[config.mk]
export PLATFORM = sky130hd
export DESIGN_NAME = rgcb_column_seq
export DESIGN_NICKNAME = d
export VERILOG_FILES = /design/src/rtl/rgcb_pkg.sv /design/src/rtl/rgcb_column_seq.sv
export SDC_FILE = /design/constraint.sdc
export NUM_CORES = 1
export LEC_CHECK = 0
export ABC_AREA = 1
export ABC_CLOCK_PERIOD_IN_PS = 4700
export CAP_MARGIN = 5
export CORE_MARGIN = 2
export CORE_UTILIZATION = 44
export CTS_BUF_LIST = sky130_fd_sc_hd__clkbuf_16
export CTS_CLUSTER_SIZE = 16
export DETAILED_ROUTE_END_ITERATION = 8
export DONT_BUFFER_PORTS = 1
export GPL_ROUTABILITY_DRIVEN = 0
export MAX_ROUTING_LAYER = met4
export SETUP_SLACK_MARGIN = 0.2
export SYNTH_ARGS = -nofsm -noshare
export SYNTH_HDL_FRONTEND = slang
export SYNTH_SLANG_ARGS = --single-unit
[constraint.sdc]
create_clock -name i_clk -period 4.7 [get_ports i_clk]
set_input_delay 0.47 -clock i_clk [delete_from_list [all_inputs] [get_ports i_clk]]
set_output_delay 0.47 -clock i_clk [all_outputs]
set_load 0.02 [all_outputs]
[src/rtl/rgcb_pkg.sv]
// shared types, constants and helpers of the rotated glyph column blitter
`default_nettype none

package rgcb_pkg;

    // geometry and store sizing
    localparam int FRAME_WIDTH  = 480;
    localparam int GLYPH_COUNT  = 96;
    localparam int MAX_GLYPH_W  = 16;
    localparam int MAX_GLYPH_H  = 32;
    localparam int STORE_DEPTH  = GLYPH_COUNT * MAX_GLYPH_W;
    localparam int STORE_AW     = $clog2(STORE_DEPTH);
    localparam int GLYPH_IDX_W  = $clog2(GLYPH_COUNT);
    localparam int WIDTH_CAP    = (MAX_GLYPH_W < 16) ? MAX_GLYPH_W : 16;
    localparam int HEIGHT_CAP   = (MAX_GLYPH_H < 32) ? MAX_GLYPH_H : 32;
    localparam int ADDR_W       = 19;

    // character codes
    localparam logic [7:0] FIRST_CODE    = 8'd32;
    localparam logic [7:0] LAST_CODE     = 8'd127;
    localparam logic [7:0] FALLBACK_CODE = 8'd63;

    // action codes
    localparam logic ACT_LOAD = 1'b0;
    localparam logic ACT_DRAW = 1'b1;

    // configuration register indexes
    typedef enum logic [1:0] {
        CFG_TEXT_COLOR   = 2'd0,
        CFG_CLIP_X       = 2'd1,
        CFG_GLYPH_WIDTH  = 2'd2,
        CFG_GLYPH_HEIGHT = 2'd3
    } t_cfg_idx;

    typedef struct packed {
        logic        action;
        logic [7:0]  char_code;
        logic [3:0]  column_index;
        logic [31:0] column_bits;
        logic [9:0]  start_x;
        logic [8:0]  start_y;
        logic        first_of_string;
    } t_in_item;

    typedef struct packed {
        logic [ADDR_W-1:0] column_address;
        logic [31:0]       column_mask;
        logic [15:0]       color_565;
        logic              last_column;
    } t_out_item;

    typedef struct packed {
        logic [31:0] text_color;
        logic [10:0] clip_x;
        logic [4:0]  glyph_width;
        logic [5:0]  glyph_height;
    } t_cfg;

    // access request from the sequencer to the glyph store
    typedef struct packed {
        logic                rd_en;
        logic [STORE_AW-1:0] rd_addr;
        logic                wr_en;
        logic [STORE_AW-1:0] wr_addr;
        logic [31:0]         wr_data;
    } t_store_req;

    typedef enum logic [1:0] {
        ST_IDLE,
        ST_SETUP,
        ST_EMIT
    } t_seq_state;

    // argb8888 to rgb565
    function automatic logic [15:0] to_565(input logic [31:0] argb);
        return {argb[23:19], argb[15:10], argb[7:3]};
    endfunction

endpackage

`default_nettype wire

[src/rtl/rgcb_column_seq.sv]
// draw sequencer: clip check, address stepping and output register
`default_nettype none

module rgcb_column_seq (
    input  wire                   i_clk,
    input  wire                   i_rst_n,
    input  rgcb_pkg::t_cfg        i_cfg,
    input  wire                   i_clr_busy,
    input  wire                   i_in_valid,
    output logic                  o_in_stall,
    input  rgcb_pkg::t_in_item    i_in_item,
    output rgcb_pkg::t_store_req  o_store_req,
    input  wire [31:0]            i_rd_data,
    output logic                  o_out_valid,
    input  wire                   i_out_stall,
    output rgcb_pkg::t_out_item   o_out_item
);
    import rgcb_pkg::*;

    t_seq_state              r_state;
    t_seq_state              n_state;
    logic [10:0]             r_pen;
    logic [8:0]              r_line;
    logic [STORE_AW-1:0]     r_glyph_base;
    logic [4:0]              r_col;
    logic [4:0]              r_w;
    logic [31:0]             r_hmask;
    logic [ADDR_W-1:0]       r_addr;
    logic                    r_out_valid;
    t_out_item               r_out;

    logic                    in_accept;
    logic                    is_draw;
    logic [7:0]              code_fix;
    logic [GLYPH_IDX_W-1:0]  glyph_idx;
    logic [4:0]              eff_w;
    logic [5:0]              eff_h;
    logic [11:0]             pen_end;
    logic                    clipped;
    logic [ADDR_W-1:0]       base_addr;
    logic                    out_free;
    logic                    last_col;
    logic [4:0]              col_next;

    // input is taken only while idle and the store is cleared
    assign o_in_stall = i_clr_busy || (r_state != ST_IDLE);
    assign in_accept  = i_in_valid && !o_in_stall;
    assign is_draw    = (i_in_item.action == ACT_DRAW);

    // fallback for codes without a glyph
    always_comb begin
        if (i_in_item.char_code < FIRST_CODE || i_in_item.char_code > LAST_CODE) begin
            code_fix = FALLBACK_CODE;
        end else begin
            code_fix = i_in_item.char_code;
        end
    end
    assign glyph_idx = GLYPH_IDX_W'(code_fix - FIRST_CODE);

    // effective glyph size
    always_comb begin
        eff_w = i_cfg.glyph_width;
        if (eff_w == 5'd0) begin
            eff_w = 5'd1;
        end
        if (eff_w > 5'(WIDTH_CAP)) begin
            eff_w = 5'(WIDTH_CAP);
        end
        eff_h = i_cfg.glyph_height;
        if (eff_h == 6'd0) begin
            eff_h = 6'd1;
        end
        if (eff_h > 6'(HEIGHT_CAP)) begin
            eff_h = 6'(HEIGHT_CAP);
        end
    end

    // clip test and rotated base address of column zero
    assign pen_end   = {1'b0, r_pen} + 12'(eff_w);
    assign clipped   = pen_end > {1'b0, i_cfg.clip_x};
    assign base_addr = ADDR_W'(32'(r_pen) * 32'(FRAME_WIDTH))
                     + ADDR_W'(FRAME_WIDTH - 1) - ADDR_W'(r_line);

    assign out_free = !r_out_valid || !i_out_stall;
    assign last_col = (r_col + 5'd1 == r_w);
    assign col_next = r_col + 5'd1;

    // next state
    always_comb begin
        n_state = r_state;
        unique case (r_state)
            ST_IDLE: begin
                if (in_accept && is_draw) begin
                    n_state = ST_SETUP;
                end
            end
            ST_SETUP: begin
                n_state = clipped ? ST_IDLE : ST_EMIT;
            end
            ST_EMIT: begin
                if (out_free && last_col) begin
                    n_state = ST_IDLE;
                end
            end
            default: n_state = ST_IDLE;
        endcase
    end

    // store requests
    always_comb begin
        o_store_req.wr_en   = in_accept && !is_draw
                           && i_in_item.char_code >= FIRST_CODE
                           && i_in_item.char_code <= LAST_CODE
                           && (32'(i_in_item.column_index) < 32'(MAX_GLYPH_W));
        o_store_req.wr_addr = STORE_AW'(32'(glyph_idx) * 32'(MAX_GLYPH_W)
                                        + 32'(i_in_item.column_index));
        o_store_req.wr_data = i_in_item.column_bits;
        o_store_req.rd_en   = 1'b0;
        o_store_req.rd_addr = r_glyph_base;
        unique case (r_state)
            ST_SETUP: begin
                o_store_req.rd_en = !clipped;
            end
            ST_EMIT: begin
                o_store_req.rd_en   = out_free && !last_col;
                o_store_req.rd_addr = r_glyph_base + STORE_AW'(col_next);
            end
            default: begin
                o_store_req.rd_en = 1'b0;
            end
        endcase
    end

    // control registers
    always_ff @(posedge i_clk) begin
        if (!i_rst_n) begin
            r_state     <= ST_IDLE;
            r_pen       <= '0;
            r_line      <= '0;
            r_out_valid <= 1'b0;
        end else begin
            r_state <= n_state;
            if (r_state == ST_IDLE && in_accept && is_draw && i_in_item.first_of_string) begin
                r_pen  <= 11'(i_in_item.start_x);
                r_line <= i_in_item.start_y;
            end
            if (r_state == ST_SETUP && !clipped) begin
                r_pen <= pen_end[10:0];
            end
            if (r_state == ST_EMIT && out_free) begin
                r_out_valid <= 1'b1;
            end else if (!i_out_stall) begin
                r_out_valid <= 1'b0;
            end
        end
    end

    // datapath registers, shared address adder steps one column a transfer
    always_ff @(posedge i_clk) begin
        unique case (r_state)
            ST_IDLE: begin
                if (in_accept && is_draw) begin
                    r_glyph_base <= STORE_AW'(32'(glyph_idx) * 32'(MAX_GLYPH_W));
                end
            end
            ST_SETUP: begin
                r_addr  <= base_addr;
                r_w     <= eff_w;
                r_col   <= '0;
                r_hmask <= 32'((33'd1 << eff_h) - 33'd1);
            end
            ST_EMIT: begin
                if (out_free) begin
                    r_out.column_address <= r_addr;
                    r_out.column_mask    <= i_rd_data & r_hmask;
                    r_out.color_565      <= to_565(i_cfg.text_color);
                    r_out.last_column    <= last_col;
                    r_col                <= col_next;
                    r_addr               <= r_addr + ADDR_W'(FRAME_WIDTH);
                end
            end
            default: begin
                r_col <= r_col;
            end
        endcase
    end

    assign o_out_valid = r_out_valid;
    assign o_out_item  = r_out;

    // no result can exist before the store is cleared
    a_no_out_during_clear: assert property (@(posedge i_clk) disable iff (!i_rst_n)
        i_clr_busy |-> !r_out_valid)
        else $error("result present during store clear");

    // column counter stays inside the glyph
    a_col_in_range: assert property (@(posedge i_clk) disable iff (!i_rst_n)
        (r_state == ST_EMIT) |-> (r_col < r_w))
        else $error("column counter beyond glyph width");

    // a column is not advanced while the output register is held
    a_hold_on_stall: assert property (@(posedge i_clk) disable iff (!i_rst_n)
        (r_state == ST_EMIT && !out_free) |=> $stable(r_addr) && $stable(r_col))
        else $error("column advanced while output held");

    // the final column of a glyph is flagged as the last column of the output
    a_last_ends: assert property (@(posedge i_clk) disable iff (!i_rst_n)
        (r_state == ST_EMIT && out_free && last_col) |=> (r_out_valid && r_out.last_column))
        else $error("final column not flagged");

endmodule

`default_nettype wire

==> results of run 1 <==
## worst paths after layout
path | startpoint | endpoint | slack, ps | cells after the start
min | i_cfg[5] | r_hmask[31] | 140 | 0
max reg2reg | r_pen[5] | r_addr[16] | 520 | 17
max | r_pen[5] | r_addr[16] | 520 | 17
min reg2reg | r_addr[4] | o_out_item[53] | 420 | 0
## power breakdown
part,switching [µW],total [µW],internal (µW)
combinational,1110,1700,588
sequential,363,2400,2040
clock,574,1350,780
## cells in the final DEF, fill, tap and decap left out, types with 3 or more instances in the layout
cell type,Yosys,routed
nand2_2,10,10
or2_2,9,9
inv_6,0,3
a21oi_2,1,3
ha_1,61,59
fa_1,21,21
buf_4,36,9
nor3_1,12,12
dfxtp_1,23,18
a21o_1,3,3
nand3_2,4,4
nor2_1,129,128
clkinv_4,0,4
edfxtp_1,136,136
nand2_1,211,211
nor2_2,11,11
a31oi_1,6,6
xor2_1,28,27
xnor2_1,17,17
o21ai_0,41,40
nor3_2,3,3
nand3_1,57,57
nand3b_1,6,6
inv_2,5,5
dfxtp_2,0,3
inv_1,172,174
clkbuf_16,0,17
o21bai_1,6,6
nor2_4,7,8
a21oi_1,35,33
nand4_1,25,25
## kinds of logic (layout without fill, tap and decap cells)
logic type / Yosys count / after routing
other: 1 / 2
AND/OR/NAND/NOR: 494 / 494
flip-flops: 159 / 159
adder cells (fa/ha/maj): 82 / 82
XOR/XNOR: 45 / 45
AO/OA/AOI/OAI: 99 / 99
buffers and inverters: 233 / 217
## layout make-up
type                       count  area (µm²)  area share [%]
clock buffer                  17         425            3.99
tap                          285         357            3.35
sequential                   159        4560            42.7
timing repair buffer           9        67.6           0.634
multi-input combinational    722        4440            41.7
clock inverter                14         144            1.35
inverter                     177         664            6.23
## per-stage QoR
stage | worst slack, ps | hold WS [ps] | utilization (%)
6_report | 515 | 136 | 47.4
5_1_grt | 217 | 112 | 47.4
4_1_cts | 371 | 119 | 47.2
3_5_place_dp | 386 | 405 | 44.7
3_3_place_gp | 432 | 400 | 44.7
2_1_floorplan | 744 | 400 | -
## per-layer routing
| metal | up-vias | track usage [%] |
|---|---|---|
| met5 | - | - |
| met4 | 0 | 4.37 |
| met3 | 22 | 4.62 |
| met2 | 248 | 26.1 |
| met1 | 3113 | 26.2 |
| li1 | 3531 | - |
## flip-flops by register name (all words and copies together) (netlist names)
| signal | cells |
|---|---|
| r_state | 2 |
| r_pen | 11 |
| r_glyph_base | 7 |
| r_w | 5 |
| r_line | 9 |
| o_out_valid | 1 |
| r_col | 5 |
| o_out_item | 68 |
| r_addr | 19 |
| r_hmask | 32 |
==> impl_metrics.toml, run 1 <==
[cts]
clkSlewWorstSetupHoldPaths_ps = 70
cts_root_buffer = "clkbuf_16"
cts_tree = "yes"
clock_sinks = 159
postCtsSetupRepairBufs = 0
htreeDepth = 4
cts_max_path_buffers = 2
clk_latency_ps = 430
cts_buffers = 17
ctsHoldBuffers = 0
cts_resized = 0

[floorplanning]
die_x_um = 155
coreArea_um2 = 22500
die_y_um = 155
initial_core_util_pct = 44.5
ioPinCount = 282
fp.dieArea_um2 = 24000
row_count = 55

[logic_synthesis]
synth_top_family_by_area = "simple AND/OR/NAND/NOR gates"
ys_seq_area_share_pct = 45.4
synth-simple-area-share_pct = 22.7
synth_compound_area_share_pct = 5.59
ys_ff_latch = 159
yosys.area.top_type_share_pct = 40.8
synth.area.top_cells = "edfxtp_1 41%, nand2_1 7.9%, ha_1 7.6%, inv_1 6.5%, nor2_1 4.8%"
ys.flop_type = "edfxtp_1"
syn_area_per_cell_um2 = 8.99
synth_adder_area_share_pct = 11.8
syn_inst = 1113
yosys.area.top_type = "edfxtp_1"
synthTopCellsByCount = "211 x nand2_1, 172 x inv_1, 136 x edfxtp_1"
synth_cell_types = 47
synth_xor_area_share_pct = 3.94
netlist_area_um2 = 10000
synth_edf_count = 136
synth_warnings = 0
synthMuxAreaShare_pct = 0
synth_most_common_cell = "nand2_1"
ys_async_sr_fraction_pct = 0

[sta]
slew_viol_final = 0
worst_slew_pin_slew_ps = 1000
slew_headroom_pct = 32.4
final.period_utilization_pct = 89.0
hold_viol = 0
grt_setup_unrepaired = "false"
skew_ps = 10.2
max_clock_freq_ghz = 0.239
finalSetupTns_ps = 0
fin_crit_ps = 4180
finalSetupViolCount = 0

[place]
dpl_cell_area_um2 = 10100
portBuffers = 0
placed_cells = 1352
post-dp-hpwl_mm = 15.8

[route]
vias = 6914
drt-total-wl_mm = 21.0
route.met3.wl_mm = 1.28
first_pass_iters = 5
top_layer = "met4"
avgRoutedWirePerCell_um = 15.2
detail-route-antenna-nets = 0
vias_per_cell = 5.00
drt_iter0_markers = 403
met2_length_mm = 8.86
drc = 0
wl_met1_mm = 10.6

[worst_setup_path]
slowest_stage = "fa_1"
crit_buf_inv = 2
end_kind = "flip-flop"
crit_path_start_kind = "flip-flop"
cp.required_ps = 4880
crit_type = "reg -> reg"
crit_family = "adder cells"
crit_fanout = 6
cp_cell_sequence = "fa_1 -> fa_1 -> ha_1 -> nand2_1 -> o21ai_0 -> a21oi_1 -> xnor2_1 -> inv_1 -> ha_1 -> a21oi_1 -> o21a_1 -> inv_1 -> nor2_1 -> o21bai_1 -> or2_2 -> nand3_1 -> o21ai_0"
crit_arrival_ps = 4360
slowest_delay_ps = 480

[outcome]
status = "finished clean"

[power]
p_leak_uw = 0.00501
p_per_area_nw_per_um2 = 511
vdd_ir_drop_max_v = 0.000250
p_total_uw = 5450

[cells_and_area]
diodes = 0
fin_area_um2 = 10700
syn2layout_area_growth_pct = 6.50
drive_above_1_share_pct = 9.65
final_cells = 1383
fin_nets = 1324
num-fill-cells = 2145

[global_routing]
grt_pass1_wl_mm = 33.2
grt_usage_pct = 18.3
antenna_found_initial = 0
grt_max_degree = 69
overflow = 0
grt_pass1_vias = 6351

[flow_run]
maxCapViolations = 0

[min_path]
hold_class = "in -> reg"
No activity file was read; power rests on OpenSTA's default activity.
==> run 2, diff against run 1 <==
Settings changed: ABC_CLOCK_PERIOD_IN_PS 4700 to 4000.
Clock period 4.7 ns to 4 ns, I/O delays scaled along.
==> run 2 against run 1 <==
Register-to-register slack lost 390 ps. Power up 28%. Non-clock buffer count rose by 47. Final area grew 8.0%. Sequential share of layout area shrank 3.1 points. Critical path type unchanged. Largest power group unchanged.
==> impl_metrics.toml, run 2 (same netlist as run 1, synthesis figures left out) <==
[worst_setup_path]
path_common_cell = "nand3_2"
crit_arrival_ps = 4060
end_kind = "flip-flop"
slowest_delay_ps = 560
crit_fanout = 4
crit_type = "reg -> reg"
cp_cell_sequence = "fa_1 -> fa_1 -> ha_4 -> nand3_2 -> nand2_2 -> nand3_2 -> nand2_2 -> nand3_2 -> nand2_4 -> a31o_4 -> xor2_4 -> inv_2 -> ha_4 -> nand4_1 -> nor3_2 -> nand2_1 -> nand3_2 -> nand3_2 -> nand3_2 -> nand2_1"
slowest_stage = "fa_1"
cp.required_ps = 4180
crit_path_start_kind = "flip-flop"

[floorplanning]
coreArea_um2 = 22500
fp.dieArea_um2 = 24000
row_count = 55
ioPinCount = 282
initial_core_util_pct = 44.5
die_y_um = 155
die_x_um = 155

[cts]
clkSlewWorstSetupHoldPaths_ps = 70
ctsHoldBuffers = 0
clk_latency_ps = 430
cts_tree = "yes"
cts_root_buffer = "clkbuf_16"
clock_sinks = 159
htreeDepth = 4
cts_max_path_buffers = 2
cts_buffers = 17

[power]
swShare_pct = 38.8
p_int_uw = 4260
power_frac_clock_pct = 22.0
p_leak_uw = 0.00529
comb_power_share_pct = 37.7
p_per_area_nw_per_um2 = 605
p_total_uw = 6960
vdd_ir_drop_max_v = 0.000352
pwr-share-seq_pct = 40.4
p_sw_uw = 2700

[sta]
fin_ws_ps = 120
worst_slew_pin_slew_ps = 973
finalSetupViolCount = 0
max_clock_freq_ghz = 0.258
fin_crit_ps = 3880
hold_viol = 0
skew_ps = 8.16
grt_setup_unrepaired = "true"
slew_viol_final = 0
final.period_utilization_pct = 97.0
slew_headroom_pct = 34.2

[place]
post-dp-hpwl_mm = 16.2
place_ws_ps = -25.8
portBuffers = 0

[route]
vias = 7156
drt_iter0_markers = 342
avgRoutedWirePerCell_um = 15.6
drt-total-wl_mm = 22.3
detail-route-antenna-nets = 0
vias_per_cell = 5.00
drc = 0
first_pass_iters = 5

[global_routing]
overflow = 0
grt_usage_pct = 19.3
grt_max_degree = 69
grt_pass1_vias = 6886
antenna_found_initial = 0
grt_pass1_wl_mm = 35.1

[cells_and_area]
syn2layout_area_growth_pct = 15.1
num-fill-cells = 2007
layout_commonest_cell = "nand2_1"
final_cell_mix = "198 x nand2_1, 170 x inv_1, 136 x edfxtp_1, 125 x nor2_1, 52 x buf_4"
drive_above_1_share_pct = 20.7
diodes = 0
largest_reg_flops = 68
fin_nets = 1371
final_util_pct = 51.2

[flow_run]
maxCapViolations = 0

[min_path]
hold_class = "in -> reg"

[outcome]
status = "finished clean"
==> run 2: power by group through the flow <==
stage               Clock (µW)  Combinational, µW  Sequential [µW]
global placement             0               2090             2850
floorplan                    0               1640             2800
detailed placement           0               2130             2850
finish                    1530               2620             2810
global route              1650               2950             2850
CTS                       1580               2440             2820
==> run 2: final timing paths <==
check / from / endpoint / slack (ps) / cells after the start
worst max-delay path: r_pen[3] / r_addr[18] / 120 / 20
worst max register to register: r_pen[3] / r_addr[18] / 120 / 20
worst min-delay path: i_cfg[5] / r_hmask[31] / 70 / 0
worst min register to register: r_addr[4] / o_out_item[53] / 420 / 0
==> run 2: what timing repair did <==
| action | in CTS | in global routing |
|---|---|---|
| pin swaps | 40 | 40 |
| cloned | 0 | 0 |
| gates resized for setup | 66 | 44 |
| buffers inserted | 12 | 4 |
| setup endpoints to repair | 7 | 9 |
| endpoints found under the hold margin | 0 | 0 |
==> run 2: final cells by class <==
class	instances	area, µm²	area share [%]
Inverter	177	664	5.77
Timing Repair Buffer	56	435	3.78
Clock inverter	15	125	1.09
Multi-Input combinational cell	722	4940	42.9
Clock buffer	17	425	3.69
Tap cell	285	357	3.10
Sequential cell	159	4570	39.7
==> run 2: metal layers <==
metal | share of wire (%) | global-route usage (%) | vias up
li1 | - | - | 3626
met5 | 0 | - | -
met3 | 5.0 | 3.70 | 24
met4 | 1.3 | 6.04 | 0
met1 | 50 | 27.7 | 3263
met2 | 43 | 27.4 | 243
==> run 2: through the flow <==
step,instance area [µm²],TNS [ps],instances,hold slack [ps]
finish,11500,0,1431,65.2
global route,11500,-251,1431,33.3
CTS,11300,0,1427,41.8
detailed placement,10300,-26.9,1383,406
global placement,10300,0,1383,401
floorplan,10100,0,1114,400
==> run 2: worst max-delay path: cells and delay by family (launching register included) <==
kind            cells  cell delay, ps
compound gates      1             170
xor+xnor            1             190
flops               1             370
fa+ha+maj           4            1610
simple gates       13            1220
buf+inv             1              70
==> run 3, diff against run 2 <==
Settings changed: CORE_ASPECT_RATIO set to 1.4.
==> run 3 against run 2 <==
Flip-flop and latch count unchanged. Non-clock buffer count decreased by 13. Via count increased by 0.87%. Die area about the same. Critical path type unchanged. Critical endpoint unchanged. Largest power group unchanged.
==> impl_metrics.toml, run 3 (same netlist as run 1, synthesis figures left out) <==
[outcome]
status = "finished clean"

[floorplanning]
ioPinCount = 282
initial_core_util_pct = 44.6
fp.dieArea_um2 = 24000
coreArea_um2 = 22400
die_y_um = 182
die_x_um = 131
row_count = 65

[route]
vias_per_cell = 5.03
avgRoutedWirePerCell_um = 15.8
detail-route-antenna-nets = 0
drc = 0
vias = 7218
first_pass_iters = 5
drt-total-wl_mm = 22.7
drt_iter0_markers = 342

[power]
p_total_uw = 6960
p_leak_uw = 0.00526
p_per_area_nw_per_um2 = 611
vdd_ir_drop_max_v = 0.000355

[global_routing]
grt_usage_pct = 19.5
grt_pass1_vias = 7094
grt_max_degree = 53
grt_pass1_wl_mm = 35.1
overflow = 0
antenna_found_initial = 0

[cells_and_area]
final_cell_mix = "206 x nand2_1, 169 x inv_1, 136 x edfxtp_1, 124 x nor2_1, 52 x nand3_1"
num-fill-cells = 2140
fin_area_um2 = 11400
drive_above_1_share_pct = 18.2
fin_nets = 1358
final_util_pct = 50.8
multi_input_area_um2 = 4830
largest_reg_flops = 68
syn2layout_area_growth_pct = 13.9
layout_commonest_cell = "nand2_1"
diodes = 0
regArea_um2 = 4560

[cts]
cts_root_buffer = "clkbuf_16"
cts_max_path_buffers = 2
clk_latency_ps = 430
cts_tree = "yes"
clock_sinks = 159
clkSlewWorstSetupHoldPaths_ps = 70
cts_buffers = 17
htreeDepth = 4
ctsHoldBuffers = 0

[sta]
skew_ps = 11.5
fin_ws_ps = 105
slew_viol_final = 0
final.period_utilization_pct = 97.4
hold_viol = 0
max_clock_freq_ghz = 0.257
grt_setup_unrepaired = "true"
fin_crit_ps = 3890
worst_slew_pin_slew_ps = 992
slew_headroom_pct = 32.9
finalSetupTns_ps = 0
finalSetupViolCount = 0

[worst_setup_path]
crit_path_start_kind = "flip-flop"
crit_type = "reg -> reg"
cp.required_ps = 4180
crit_fanout = 6
end_kind = "flip-flop"
crit_arrival_ps = 4080

[place]
portBuffers = 0
dpl_cell_area_um2 = 10300
place_ws_ps = -27.2
post-dp-hpwl_mm = 17.3

[flow_run]
maxCapViolations = 0

[min_path]
hold_class = "in -> reg"
run 3: cell count changes in the layout (fill, tap and decap cells not counted), moves of 3 or more:
cell | previous run | this run
buf_6 | 4 | 0
o21ai_2 | 7 | 3
ha_4 | 14 | 11
nand2_2 | 21 | 14
bufinv_16 | 0 | 3
nand2_1 | 198 | 206
buf_4 | 52 | 42
clkinvlp_4 | 3 | 0
run 3: worst max-delay path, stage by stage (launching register included):
cell,delay [ps]
dfxtp_4,380
fa_1,510
fa_1,590
ha_4,220
a21oi_2,130
nand2_2,80
nand3_2,60
nand2_2,70
nand3_2,70
nand2_2,60
a31o_4,250
xor2_4,180
inv_2,60
ha_4,280
nand4_1,140
nor3_1,170
nand2_1,110
nand3_2,100
nand3_2,70
nand3_2,80
nand2_1,40
run 3: routing by layer:
| layer | track usage, % | up-vias | wire [µm] | part of all wire [%] |
|---|---|---|---|---|
| li1 | - | 3595 | - | - |
| met5 | - | - | 0 | 0 |
| met2 | 36.2 | 188 | 12400 | 55 |
| met1 | 19.0 | 3391 | 8350 | 37 |
| met3 | 5.64 | 44 | 1390 | 6.1 |
| met4 | 7.74 | 0 | 523 | 2.3 |
run 3: final timing paths:
check             from        endpoint  slack [ps]  depth (start not counted)
min reg2reg  r_addr[2]  o_out_item[51]         420                          0
min          i_cfg[27]   o_out_item[3]          60                          0
max reg2reg   r_pen[3]      r_addr[18]         110                         20
max           r_pen[3]      r_addr[18]         110                         20
run 3: power by group:
| part | internal (µW) | switching [µW] | total (µW) |
|---|---|---|---|
| registers | 2390 | 423 | 2810 |
| clock network | 1010 | 720 | 1730 |
| logic | 956 | 1470 | 2430 |
run 3: timing repair:
| item | in CTS | in global routing |
|---|---|---|
| resized for setup | 34 | 47 |
| pin swaps | 7 | 26 |
| hold endpoints to repair | 0 | 0 |
| gates cloned | 0 | 0 |
| setup endpoints to repair | 6 | 14 |
| setup buffers | 5 | 5 |
run 3: metrics by stage:
stage,hold WS [ps],cells
finish,60.3,1434
global route,33.0,1434
CTS,36.7,1429
detailed placement,407,1392
global placement,403,1392
floorplan,400,1114
run 3: final cells by class:
class	count	area share (%)
clock inverters	15	1.79
multi-input cells	722	42.4
clock buffers	17	3.73
flip-flops and latches	159	40.0
inverters	177	5.83
well taps	301	3.30
repair buffers	43	2.94
